## src/sv/rss_pkg.sv

```systemverilog
// rss_pkg: shared types and constants of the ramp/soak setpoint generator
// used by the channel interfaces, the controller and the datapath
package rss_pkg;

  localparam int CFG_W     = 5;
  localparam int IDXIN_W   = 4;
  localparam int DUR_W     = 16;
  localparam int TEMP_W    = 16;
  localparam int FAN_W     = 7;
  localparam int TIME_W    = 24;
  localparam int SEGNUM_W  = 4;
  localparam int MAG_W     = 16;
  localparam int PROD_W    = 32;
  localparam int NUMER_W   = PROD_W + 1;
  localparam int DIV_STEPS = 16;
  localparam int DIVCNT_W  = $clog2(DIV_STEPS);

  localparam logic OP_WRITE = 1'b0;
  localparam logic OP_QUERY = 1'b1;

  typedef struct packed {
    logic [DUR_W-1:0]         dur;
    logic signed [TEMP_W-1:0] temp;
    logic [FAN_W-1:0]         fan;
    logic                     cool;
  } seg_t;

  typedef enum logic [2:0] {
    S_IDLE,
    S_WALK,
    S_MUL,
    S_PREP,
    S_DIV,
    S_FIN
  } state_t;

  typedef struct packed {
    logic wr;
    logic start;
    logic walk;
    logic mul;
    logic prep;
    logic div;
    logic load;
  } ctl_cmd_t;

  typedef struct packed {
    logic n_zero;
    logic walk_done;
    logic step_case;
    logic div_last;
    logic out_busy;
  } ctl_sts_t;

endpackage

```

## src/sv/rss_in_if.sv

```systemverilog
// rss_in_if: input channel carrying segment writes and setpoint queries
// depends on rss_pkg for field widths
interface rss_in_if import rss_pkg::*; ();
  logic                     valid;
  logic                     ready;
  logic                     op;
  logic [IDXIN_W-1:0]       entry_index;
  logic [DUR_W-1:0]         entry_duration;
  logic signed [TEMP_W-1:0] entry_temp;
  logic [FAN_W-1:0]         entry_fan;
  logic                     entry_cooling;
  logic [TIME_W-1:0]        elapsed_time;

  modport source (
    output valid, op, entry_index, entry_duration, entry_temp, entry_fan,
           entry_cooling, elapsed_time,
    input  ready
  );

  modport sink (
    input  valid, op, entry_index, entry_duration, entry_temp, entry_fan,
           entry_cooling, elapsed_time,
    output ready
  );
endinterface

```

## src/sv/rss_out_if.sv

```systemverilog
// rss_out_if: result channel carrying one setpoint per query
// depends on rss_pkg for field widths
interface rss_out_if import rss_pkg::*; ();
  logic                     valid;
  logic                     ready;
  logic [SEGNUM_W-1:0]      segment_number;
  logic signed [TEMP_W-1:0] temp_setpoint;
  logic [FAN_W-1:0]         fan_setpoint;
  logic [TIME_W-1:0]        profile_length;

  modport source (
    output valid, segment_number, temp_setpoint, fan_setpoint, profile_length,
    input  ready
  );

  modport sink (
    input  valid, segment_number, temp_setpoint, fan_setpoint, profile_length,
    output ready
  );
endinterface

```

## src/sv/rss_ctrl.sv

```systemverilog
// rss_ctrl: sequencing state machine for table walk, multiply and divide
// depends on rss_pkg for state, command and status types
module rss_ctrl import rss_pkg::*; (
  input  logic     clk,
  input  logic     rst,
  input  logic     in_valid,
  input  logic     in_op,
  output logic     in_ready,
  input  ctl_sts_t sts,
  output ctl_cmd_t cmd
);

  state_t state;
  state_t state_next;
  logic   fire;

  assign fire = in_valid && in_ready;

  always_ff @(posedge clk) begin
    if (rst) begin
      state <= S_IDLE;
    end else begin
      state <= state_next;
    end
  end

  always_comb begin
    state_next = state;
    unique case (state)
      S_IDLE: begin
        if (fire && in_op == OP_QUERY) begin
          state_next = sts.n_zero ? S_FIN : S_WALK;
        end
      end
      S_WALK: begin
        if (sts.walk_done) begin
          state_next = sts.step_case ? S_FIN : S_MUL;
        end
      end
      S_MUL:  state_next = S_PREP;
      S_PREP: state_next = S_DIV;
      S_DIV: begin
        if (sts.div_last) begin
          state_next = S_FIN;
        end
      end
      S_FIN: begin
        if (!sts.out_busy) begin
          state_next = S_IDLE;
        end
      end
      default: state_next = S_IDLE;
    endcase
  end

  always_comb begin
    cmd      = '0;
    in_ready = 1'b0;
    unique case (state)
      S_IDLE: begin
        in_ready  = 1'b1;
        cmd.wr    = fire && in_op == OP_WRITE;
        cmd.start = fire && in_op == OP_QUERY;
      end
      S_WALK: cmd.walk = 1'b1;
      S_MUL:  cmd.mul  = 1'b1;
      S_PREP: cmd.prep = 1'b1;
      S_DIV:  cmd.div  = 1'b1;
      S_FIN:  cmd.load = !sts.out_busy;
      default: cmd = '0;
    endcase
  end

endmodule

```

## src/sv/rss_datapath.sv

```systemverilog
// rss_datapath: segment memory, walk accumulators, ramp multiply, serial divider
// and result register; depends on rss_pkg, driven by rss_ctrl commands
module rss_datapath import rss_pkg::*; #(
  parameter int MAX_SEGMENTS = 16
) (
  input  logic                     clk,
  input  logic                     rst,
  input  ctl_cmd_t                 cmd,
  output ctl_sts_t                 sts,
  input  logic                     cfg_we,
  input  logic [CFG_W-1:0]         cfg_wdata,
  input  logic [IDXIN_W-1:0]       entry_index,
  input  logic [DUR_W-1:0]         entry_duration,
  input  logic signed [TEMP_W-1:0] entry_temp,
  input  logic [FAN_W-1:0]         entry_fan,
  input  logic                     entry_cooling,
  input  logic [TIME_W-1:0]        elapsed_time,
  output logic                     out_valid,
  input  logic                     out_ready,
  output logic [SEGNUM_W-1:0]      segment_number,
  output logic signed [TEMP_W-1:0] temp_setpoint,
  output logic [FAN_W-1:0]         fan_setpoint,
  output logic [TIME_W-1:0]        profile_length
);

  localparam int IDX_W = $clog2(MAX_SEGMENTS);
  localparam int CNT_W = $clog2(MAX_SEGMENTS + 1);

  // configuration
  logic [CFG_W-1:0] seg_count;
  logic [CNT_W-1:0] n_live;

  // segment memory
  seg_t             mem [MAX_SEGMENTS];
  seg_t             wr_entry;
  logic [IDX_W-1:0] wr_addr;
  logic             slot_ok;
  seg_t             rd_data;
  logic             rd_en;
  logic             rd_valid;
  logic [IDX_W-1:0] rd_idx;
  logic [CNT_W-1:0] rd_cnt;
  logic             rd_last;

  // walk state
  logic [TIME_W-1:0]        t_reg;
  logic [TIME_W-1:0]        cursor;
  logic [TIME_W-1:0]        seg_end;
  logic [TIME_W-1:0]        total;
  logic [TIME_W-1:0]        start;
  logic                     found;
  logic                     walk_done;
  logic                     empty;
  logic [IDX_W-1:0]         idx;
  logic signed [TEMP_W-1:0] to_temp;
  logic signed [TEMP_W-1:0] from_temp;
  logic signed [TEMP_W-1:0] prev_temp;
  logic [DUR_W-1:0]         dur_r;
  logic [FAN_W-1:0]         fan_r;
  logic                     cool_r;

  // ramp arithmetic
  logic signed [TEMP_W:0] delta;
  logic [TEMP_W:0]        delta_abs;
  logic [TIME_W-1:0]      diff;
  logic [DUR_W-1:0]       num;
  logic [PROD_W-1:0]      prod;
  logic                   neg_r;
  logic [NUMER_W-1:0]     numer;
  logic [DUR_W:0]         divisor;
  logic [DUR_W:0]         rem;
  logic [DUR_W+1:0]       trial;
  logic                   qbit;
  logic [MAG_W-1:0]       qsh;
  logic [DIVCNT_W-1:0]    div_cnt;
  logic [TEMP_W-1:0]      res;

  always_ff @(posedge clk) begin
    if (rst) begin
      seg_count <= '0;
    end else if (cfg_we) begin
      seg_count <= cfg_wdata;
    end
  end

  always_comb begin
    if (int'(seg_count) > MAX_SEGMENTS) begin
      n_live = CNT_W'(MAX_SEGMENTS);
    end else begin
      n_live = CNT_W'(seg_count);
    end
  end

  assign wr_entry = '{dur: entry_duration, temp: entry_temp, fan: entry_fan,
                      cool: entry_cooling};
  assign wr_addr  = IDX_W'(entry_index);
  assign slot_ok  = int'(entry_index) < MAX_SEGMENTS;

  always_ff @(posedge clk) begin
    if (cmd.wr && slot_ok) begin
      mem[wr_addr] <= wr_entry;
    end
  end

  assign rd_en = cmd.walk && (rd_cnt < n_live);

  always_ff @(posedge clk) begin
    if (rd_en) begin
      rd_data <= mem[rd_cnt[IDX_W-1:0]];
    end
  end

  always_ff @(posedge clk) begin
    if (rst) begin
      rd_valid <= 1'b0;
      rd_cnt   <= '0;
    end else begin
      rd_valid <= rd_en;
      if (cmd.start) begin
        rd_cnt <= '0;
      end else if (rd_en) begin
        rd_cnt <= rd_cnt + CNT_W'(1);
      end
    end
  end

  always_ff @(posedge clk) begin
    if (rd_en) begin
      rd_idx <= rd_cnt[IDX_W-1:0];
    end
  end

  assign rd_last = CNT_W'(rd_idx) == n_live - CNT_W'(1);
  assign seg_end = cursor + TIME_W'(rd_data.dur);

  function automatic logic elapsed_lt_end();
    return t_reg < seg_end;
  endfunction

  // walk: sum every duration, stop the cursor at the first segment that holds t or at the last one
  always_ff @(posedge clk) begin
    if (rst) begin
      walk_done <= 1'b0;
      found     <= 1'b0;
      empty     <= 1'b0;
    end else if (cmd.start) begin
      walk_done <= 1'b0;
      found     <= 1'b0;
      empty     <= n_live == '0;
    end else if (rd_valid) begin
      if (rd_last) begin
        walk_done <= 1'b1;
      end
      if (!found && (elapsed_lt_end() || rd_last)) begin
        found <= 1'b1;
      end
    end
  end

  always_ff @(posedge clk) begin
    if (cmd.start) begin
      t_reg  <= elapsed_time;
      cursor <= '0;
      total  <= '0;
    end else if (rd_valid) begin
      total     <= total + TIME_W'(rd_data.dur);
      prev_temp <= rd_data.temp;
      if (!found) begin
        if (elapsed_lt_end() || rd_last) begin
          idx       <= rd_idx;
          start     <= cursor;
          to_temp   <= rd_data.temp;
          from_temp <= prev_temp;
          dur_r     <= rd_data.dur;
          fan_r     <= rd_data.fan;
          cool_r    <= rd_data.cool;
        end else begin
          cursor <= seg_end;
        end
      end
    end
  end

  // ramp: |to - from| * min(t - start, dur)
  assign delta     = {to_temp[TEMP_W-1], to_temp} - {from_temp[TEMP_W-1], from_temp};
  assign delta_abs = delta[TEMP_W] ? (TEMP_W+1)'(-delta) : delta;
  assign diff      = t_reg - start;
  assign num       = (diff > TIME_W'(dur_r)) ? dur_r : diff[DUR_W-1:0];

  always_ff @(posedge clk) begin
    if (cmd.mul) begin
      prod  <= delta_abs[MAG_W-1:0] * num;
      neg_r <= delta[TEMP_W];
    end
  end

  // rounded quotient (2*prod + dur) / (2*dur), one bit per cycle
  assign numer   = {prod, 1'b0} + NUMER_W'(dur_r);
  assign divisor = {dur_r, 1'b0};
  assign trial   = {rem, qsh[MAG_W-1]};
  assign qbit    = trial >= (DUR_W+2)'(divisor);

  always_ff @(posedge clk) begin
    if (cmd.prep) begin
      rem     <= numer[NUMER_W-1:MAG_W];
      qsh     <= numer[MAG_W-1:0];
      div_cnt <= '0;
    end else if (cmd.div) begin
      rem     <= qbit ? (DUR_W+1)'(trial - (DUR_W+2)'(divisor)) : trial[DUR_W:0];
      qsh     <= {qsh[MAG_W-2:0], qbit};
      div_cnt <= div_cnt + DIVCNT_W'(1);
    end
  end

  always_comb begin
    if (sts.step_case) begin
      res = to_temp;
    end else if (neg_r) begin
      res = from_temp - qsh;
    end else begin
      res = from_temp + qsh;
    end
  end

  always_ff @(posedge clk) begin
    if (rst) begin
      out_valid <= 1'b0;
    end else if (cmd.load) begin
      out_valid <= 1'b1;
    end else if (out_ready) begin
      out_valid <= 1'b0;
    end
  end

  always_ff @(posedge clk) begin
    if (cmd.load) begin
      if (empty) begin
        segment_number <= '0;
        temp_setpoint  <= '0;
        fan_setpoint   <= '0;
        profile_length <= '0;
      end else begin
        segment_number <= SEGNUM_W'(idx);
        temp_setpoint  <= res;
        fan_setpoint   <= fan_r;
        profile_length <= total;
      end
    end
  end

  assign sts.n_zero    = n_live == '0;
  assign sts.walk_done = walk_done;
  assign sts.step_case = (idx == '0) || cool_r || (dur_r == '0);
  assign sts.div_last  = div_cnt == DIVCNT_W'(DIV_STEPS - 1);
  assign sts.out_busy  = out_valid && !out_ready;

endmodule

```

## src/sv/ramp_soak_setpoint_generator_unit.sv

```systemverilog
// ramp/soak setpoint generator: one query or table write per item
// write items are taken in the idle state; a query that steps runs the table walk
// and then loads its result, and a query that ramps runs the table walk, multiply,
// divide set-up and 16-step divide before the load; a query on an empty profile goes straight to the load
// one item in flight at a time; the table walk and the divide set the rate, and a
// result not yet taken holds off the next one; reset clears the segment count and
// all control, the segment table is undefined until written
module ramp_soak_setpoint_generator_unit import rss_pkg::*; #(
  parameter int MAX_SEGMENTS = 16
) (
  input  logic             clk,
  input  logic             rst,
  rss_in_if.sink           req,
  rss_out_if.source        rsp,
  input  logic             cfg_we,
  input  logic [CFG_W-1:0] cfg_wdata
);

  ctl_cmd_t cmd;
  ctl_sts_t sts;

  rss_ctrl u_ctrl (
    .clk      (clk),
    .rst      (rst),
    .in_valid (req.valid),
    .in_op    (req.op),
    .in_ready (req.ready),
    .sts      (sts),
    .cmd      (cmd)
  );

  rss_datapath #(
    .MAX_SEGMENTS (MAX_SEGMENTS)
  ) u_datapath (
    .clk            (clk),
    .rst            (rst),
    .cmd            (cmd),
    .sts            (sts),
    .cfg_we         (cfg_we),
    .cfg_wdata      (cfg_wdata),
    .entry_index    (req.entry_index),
    .entry_duration (req.entry_duration),
    .entry_temp     (req.entry_temp),
    .entry_fan      (req.entry_fan),
    .entry_cooling  (req.entry_cooling),
    .elapsed_time   (req.elapsed_time),
    .out_valid      (rsp.valid),
    .out_ready      (rsp.ready),
    .segment_number (rsp.segment_number),
    .temp_setpoint  (rsp.temp_setpoint),
    .fan_setpoint   (rsp.fan_setpoint),
    .profile_length (rsp.profile_length)
  );

endmodule

```

## src/flat_wrapper.sv

```systemverilog
// flat-port wrapper written by rule: the top's interface ports become plain ports
module ramp_soak_setpoint_generator_unit_flat import rss_pkg::*;
#(
  parameter int MAX_SEGMENTS = 16
)
  (clk, rst, cfg_we, cfg_wdata, req_valid, req_op, req_entry_index, req_entry_duration, req_entry_temp, req_entry_fan, req_entry_cooling, req_elapsed_time, req_ready, rsp_valid, rsp_segment_number, rsp_temp_setpoint, rsp_fan_setpoint, rsp_profile_length, rsp_ready);
  rss_in_if req_i ();
  rss_out_if rsp_i ();
  input  logic clk;
  input  logic rst;
  input  logic cfg_we;
  input  logic [CFG_W-1:0] cfg_wdata;
  input wire logic [$bits(req_i.valid)-1:0] req_valid;
  input wire logic [$bits(req_i.op)-1:0] req_op;
  input wire logic [$bits(req_i.entry_index)-1:0] req_entry_index;
  input wire logic [$bits(req_i.entry_duration)-1:0] req_entry_duration;
  input wire logic [$bits(req_i.entry_temp)-1:0] req_entry_temp;
  input wire logic [$bits(req_i.entry_fan)-1:0] req_entry_fan;
  input wire logic [$bits(req_i.entry_cooling)-1:0] req_entry_cooling;
  input wire logic [$bits(req_i.elapsed_time)-1:0] req_elapsed_time;
  output wire logic [$bits(req_i.ready)-1:0] req_ready;
  output wire logic [$bits(rsp_i.valid)-1:0] rsp_valid;
  output wire logic [$bits(rsp_i.segment_number)-1:0] rsp_segment_number;
  output wire logic [$bits(rsp_i.temp_setpoint)-1:0] rsp_temp_setpoint;
  output wire logic [$bits(rsp_i.fan_setpoint)-1:0] rsp_fan_setpoint;
  output wire logic [$bits(rsp_i.profile_length)-1:0] rsp_profile_length;
  input wire logic [$bits(rsp_i.ready)-1:0] rsp_ready;
  assign req_i.valid = req_valid;
  assign req_i.op = req_op;
  assign req_i.entry_index = req_entry_index;
  assign req_i.entry_duration = req_entry_duration;
  assign req_i.entry_temp = req_entry_temp;
  assign req_i.entry_fan = req_entry_fan;
  assign req_i.entry_cooling = req_entry_cooling;
  assign req_i.elapsed_time = req_elapsed_time;
  assign req_ready = req_i.ready;
  assign rsp_valid = rsp_i.valid;
  assign rsp_segment_number = rsp_i.segment_number;
  assign rsp_temp_setpoint = rsp_i.temp_setpoint;
  assign rsp_fan_setpoint = rsp_i.fan_setpoint;
  assign rsp_profile_length = rsp_i.profile_length;
  assign rsp_i.ready = rsp_ready;
  ramp_soak_setpoint_generator_unit #(.MAX_SEGMENTS(MAX_SEGMENTS)) u_core (.clk(clk), .rst(rst), .req(req_i), .rsp(rsp_i), .cfg_we(cfg_we), .cfg_wdata(cfg_wdata));
endmodule
```

## config.mk

```make
export PLATFORM = sky130hd
export DESIGN_NAME = ramp_soak_setpoint_generator_unit_flat
export DESIGN_NICKNAME = d
export VERILOG_FILES = /design/src/sv/rss_pkg.sv /design/src/sv/rss_in_if.sv /design/src/sv/rss_out_if.sv /design/src/sv/rss_ctrl.sv /design/src/sv/rss_datapath.sv /design/src/sv/ramp_soak_setpoint_generator_unit.sv /design/src/flat_wrapper.sv
export SDC_FILE = /design/constraint.sdc
export NUM_CORES = 2
export LEC_CHECK = 0
export BUFFER_PORTS_ARGS = -buffer_cell sky130_fd_sc_hd__buf_2
export CORE_UTILIZATION = 50
export DETAILED_ROUTE_END_ITERATION = 7
export GPL_TIMING_DRIVEN = 0
export HOLD_SLACK_MARGIN = 0.06
export PLACE_DENSITY_LB_ADDON = 0.15
export SYNTH_ARGS = -nofsm -noshare
export SYNTH_HDL_FRONTEND = slang
export SYNTH_SLANG_ARGS = --single-unit
export TNS_END_PERCENT = 20
```

## constraint.sdc

```tcl
create_clock -name clk -period 17.9 [get_ports clk]
set_input_delay 0 -clock clk [delete_from_list [all_inputs] [get_ports clk]]
set_output_delay 0 -clock clk [all_outputs]
set_load 0.01 [all_outputs]
```

==> metrics.md <==
| Metric | Value |
|---|---|
| Status | `complete, no violations` |
| Pleak | `22.27 nW` |
| Max stage delay cell, worst path | `mux2i_2` |
| Post-CTS Setup Inserts | `0` |
| Reg2reg setup slack | `5890 ps` |
| WL met2 | `67870 um` |
| Setup violators final | `0` |
| CTS Buf Count | `100` |
| Netlist cell types | `77` |
| Slew @ Worst Pin | `1321 ps` |
| First-pass GRT wire length | `203100 um` |
| Syn Nets | `4318` |
| First drt pass iteration count | `5` |
| Synthesis-stage register bit count | `995` |
| Hold path endpoint | `u_core.u_datapath.mem[3][35]$_DFFE_PP_` |
| Vias | `32020` |
| All-Layer GR Usage | `25.60%` |
| Worst R2R Path Depth | `41` |
| Drt drc | `0` |
| Dominant cell type by area after synthesis | `edfxtp_1` |
| Placer Congestion | `0.9137` |
| RR Endpoint | `u_core.u_datapath.prod[29]$_DFFE_PP_` |
| Startpoint types | `flip-flop` |
| Post-route setup TNS | `0 ps` |
| WP buf/inv | `8` |
| Commonest non-fill, non-tap cells in the layout | `edfxtp_1, inv_1, ha_1` |
| Switching fraction of total power | `32.62%` |
| Max frequency | `83.26 MHz` |
| Most flops, register | `u_core.u_datapath.mem` |
| Number of diodes | `0` |
| Post-DRT Antenna Nets | `0` |
| Yosys top cell area share | `52.76%` |
| Unrepaired setup endpoints after global routing | `no` |
| Post-CTS resize count | `0` |
| Fillers | `8211` |
| Final clock skew | `29.92 ps` |
| Synth area leaders | `edfxtp_1, mux4_2, fa_1` |
| Worst rel slew slack | `11.30%` |
| Non-filler instance count after layout | `5618` |
| Root buf cell | `clkbuf_16` |
| Top Registers | `u_core.u_datapath.mem x640, u_core.u_datapath.rd_data x40, u_core.u_datapath.prod x32` |
| Combinational share of power | `33.7%` |
| Largest net degree at the start of global routing | `51` |
| Clk sinks | `995` |
| P_int | `4.908 mW` |
| Sequential area share after synthesis | `55.42%` |
| Fin crit share | `67.09%` |
| Dpl cell area | `55950 um^2` |
| Reg-to-Reg Start | `u_core.u_datapath.t_reg[0]$_DFFE_PP_` |
| Die width | `326.5 um` |
| Worst Hold Class | `input port to flip-flop` |
| Met1 WL | `55990 um` |
| Via density | `5.699` |
| Initial Util | `50.65%` |
| Max reg flops | `640` |
| Top cell family by delay on the critical path | `adder cells` |
| MaxCap Viol Count | `0` |
| Max incr delay on CP | `620 ps` |
| Core box area | `103900 um^2` |
| Total grt overflow | `0` |
| Clk_lat worst skew | `700 ps` |
| Final Hold Fails | `0` |
| Hold_ws | `121.2 ps` |
| Critical Path End Type | `flip-flop` |
| Clock Power Share | `28.4%` |
| Clock transition at path regs | `60 ps` |
| Setup CP Type | `flip-flop to flip-flop` |
| NetSw | `2.376 mW` |
| Hold path depth | `3` |
| Layout cell share with drive strength beyond 1 | `14.58%` |
| Worst vdd ir | `231.9 uV` |
| Nets | `4701` |
| Ports | `132` |
| PwrDens | `120.9 nW/um^2` |
| Post-synth EDFFs | `925` |
| Routed WL | `134600 um` |
| Met3 WL post-DR | `7285 um` |
| Avg Synthesized Cell Area | `13.97 um^2` |
| Critical path data arrival time | `12400 ps` |
| Hold Startpoint | `req_entry_index[2]` |
| Row count | `118` |
| Starting DRT DRC Count | `2871` |
| Final Cell Area | `60230 um^2` |
| Vias in the first global route | `32520` |
| Worst EP required | `18290 ps` |
| Synth-to-Final Area Change | `14.40%` |
| Final core occ | `57.95%` |
| Cell area after synthesis | `52650 um^2` |
| Number of port buffers | `129` |
| Seq pwr share | `37.9%` |
| Pins Over Slew Limit | `0` |
| Synth warnings | `0` |
| TritonCTS clock tree | `built` |
| Worst path most repeated cell | `fa_1` |
| Crit Path Max Fanout | `10` |
| Max layer used | `met5` |
| Commonest non-fill, non-tap cell in the layout | `edfxtp_1` |
| Antenna violations before repair | `3` |
| Clock Tree Buf Depth | `3` |
| WL/cell | `23.96 um` |
| Placed Cells | `5326` |
| Asr flop ratio synth | `0%` |
| H-tree depth | `3` |
| Post-Syn Instances | `3769` |
| Die area | `106600 um^2` |
| Minimum clock period after layout | `12010 ps` |
| Commonest register cell after synthesis | `edfxtp_1` |
| Die H | `326.5 um` |
| Post-DP HPWL | `97380 um` |
-- per-stage QoR --
stage	power (mW)	worst slack [ps]
floorplan	4.601	8039
global placement	5.227	5938
detailed placement	5.234	5976
CTS	7.333	5908
global route	7.731	5326
finish	7.284	5890
-- worst max-delay path by stage --
stage | startpoint | end | slack (ps) | depth (start not counted)
2_1_floorplan | u_core.u_datapath.t_reg[0]$_DFFE_PP_ | u_core.u_datapath.prod[29]$_DFFE_PP_ | 8040 | 44
3_3_place_gp | u_core.u_datapath.t_reg[2]$_DFFE_PP_ | u_core.u_datapath.prod[29]$_DFFE_PP_ | 5940 | 41
3_5_place_dp | u_core.u_datapath.t_reg[0]$_DFFE_PP_ | u_core.u_datapath.prod[31]$_DFFE_PP_ | 5980 | 41
4_1_cts | u_core.u_datapath.t_reg[2]$_DFFE_PP_ | u_core.u_datapath.prod[29]$_DFFE_PP_ | 5910 | 41
5_1_grt | u_core.u_datapath.t_reg[0]$_DFFE_PP_ | u_core.u_datapath.prod[29]$_DFFE_PP_ | 5330 | 41
6_report | u_core.u_datapath.t_reg[0]$_DFFE_PP_ | u_core.u_datapath.prod[29]$_DFFE_PP_ | 5890 | 41
-- final cells by class --
| cell class | count | area, um^2 | area share, % |
|---|---|---|---|
| sequential | 995 | 29180 | 48.44 |
| tap | 1380 | 1727 | 2.867 |
| multi-input combinational | 2317 | 21840 | 36.26 |
| clock inverter | 57 | 571.8 | 0.9493 |
| clock buffer | 131 | 2670 | 4.433 |
| timing repair buffer | 281 | 2479 | 4.115 |
| buffer | 119 | 499.2 | 0.8289 |
| inverter | 338 | 1269 | 2.106 |
-- tightest hold or removal path, delay by kind of cell --
kind          cells  cell delay (ps)
simple gates      2              490
buf+inv           1              120
-- cell usage after synthesis, drive strengths merged, types with 6 or more instances --
cell type  count
edfxtp       925
inv          338
nor2         281
ha           269
nand2        239
fa           201
mux4         200
a21oi        167
xnor2        110
o21ai         97
nor2b         85
clkbuf        84
xor2          82
dfxtp         70
nor3          55
mux2i         49
a21o          42
nand3         41
nand2b        39
and2          37
buf           35
nand4         26
o21a          23
or2           23
or3           22
o31ai         20
mux2          19
nor4          18
and3          15
o211ai        15
a31oi         14
or4           13
o21bai        12
a211oi        11
nor3b          9
a21boi         7
a311oi         6
-- what timing repair did --
action,CTS,global route
hold buffers,104,0
setup endpoints to repair,0,0
endpoints found under the hold margin,757,0
-- power by group through the flow --
stage	combinational, mW	sequential (mW)	clock [mW]
floorplan	1.81	2.79	0
global placement	2.42	2.81	0
detailed placement	2.43	2.81	0
CTS	2.47	2.76	2.10
global route	2.78	2.76	2.19
finish	2.46	2.76	2.07
-- cells by family after synthesis --
group,synth area share [%]
buf+inv,3.346
compound gates,5.575
flops,55.42
fa+ha+maj,14.04
simple gates,8.384
mux,10.04
xor+xnor,3.194
-- metal layers --
metal  global-route usage (%)  up-vias
met5                        0        -
met4                    6.979        6
met3                    3.370      211
met2                    44.15      962
met1                    34.11    16240
li1                         -    14600
Power figures use the tool's default switching activity.
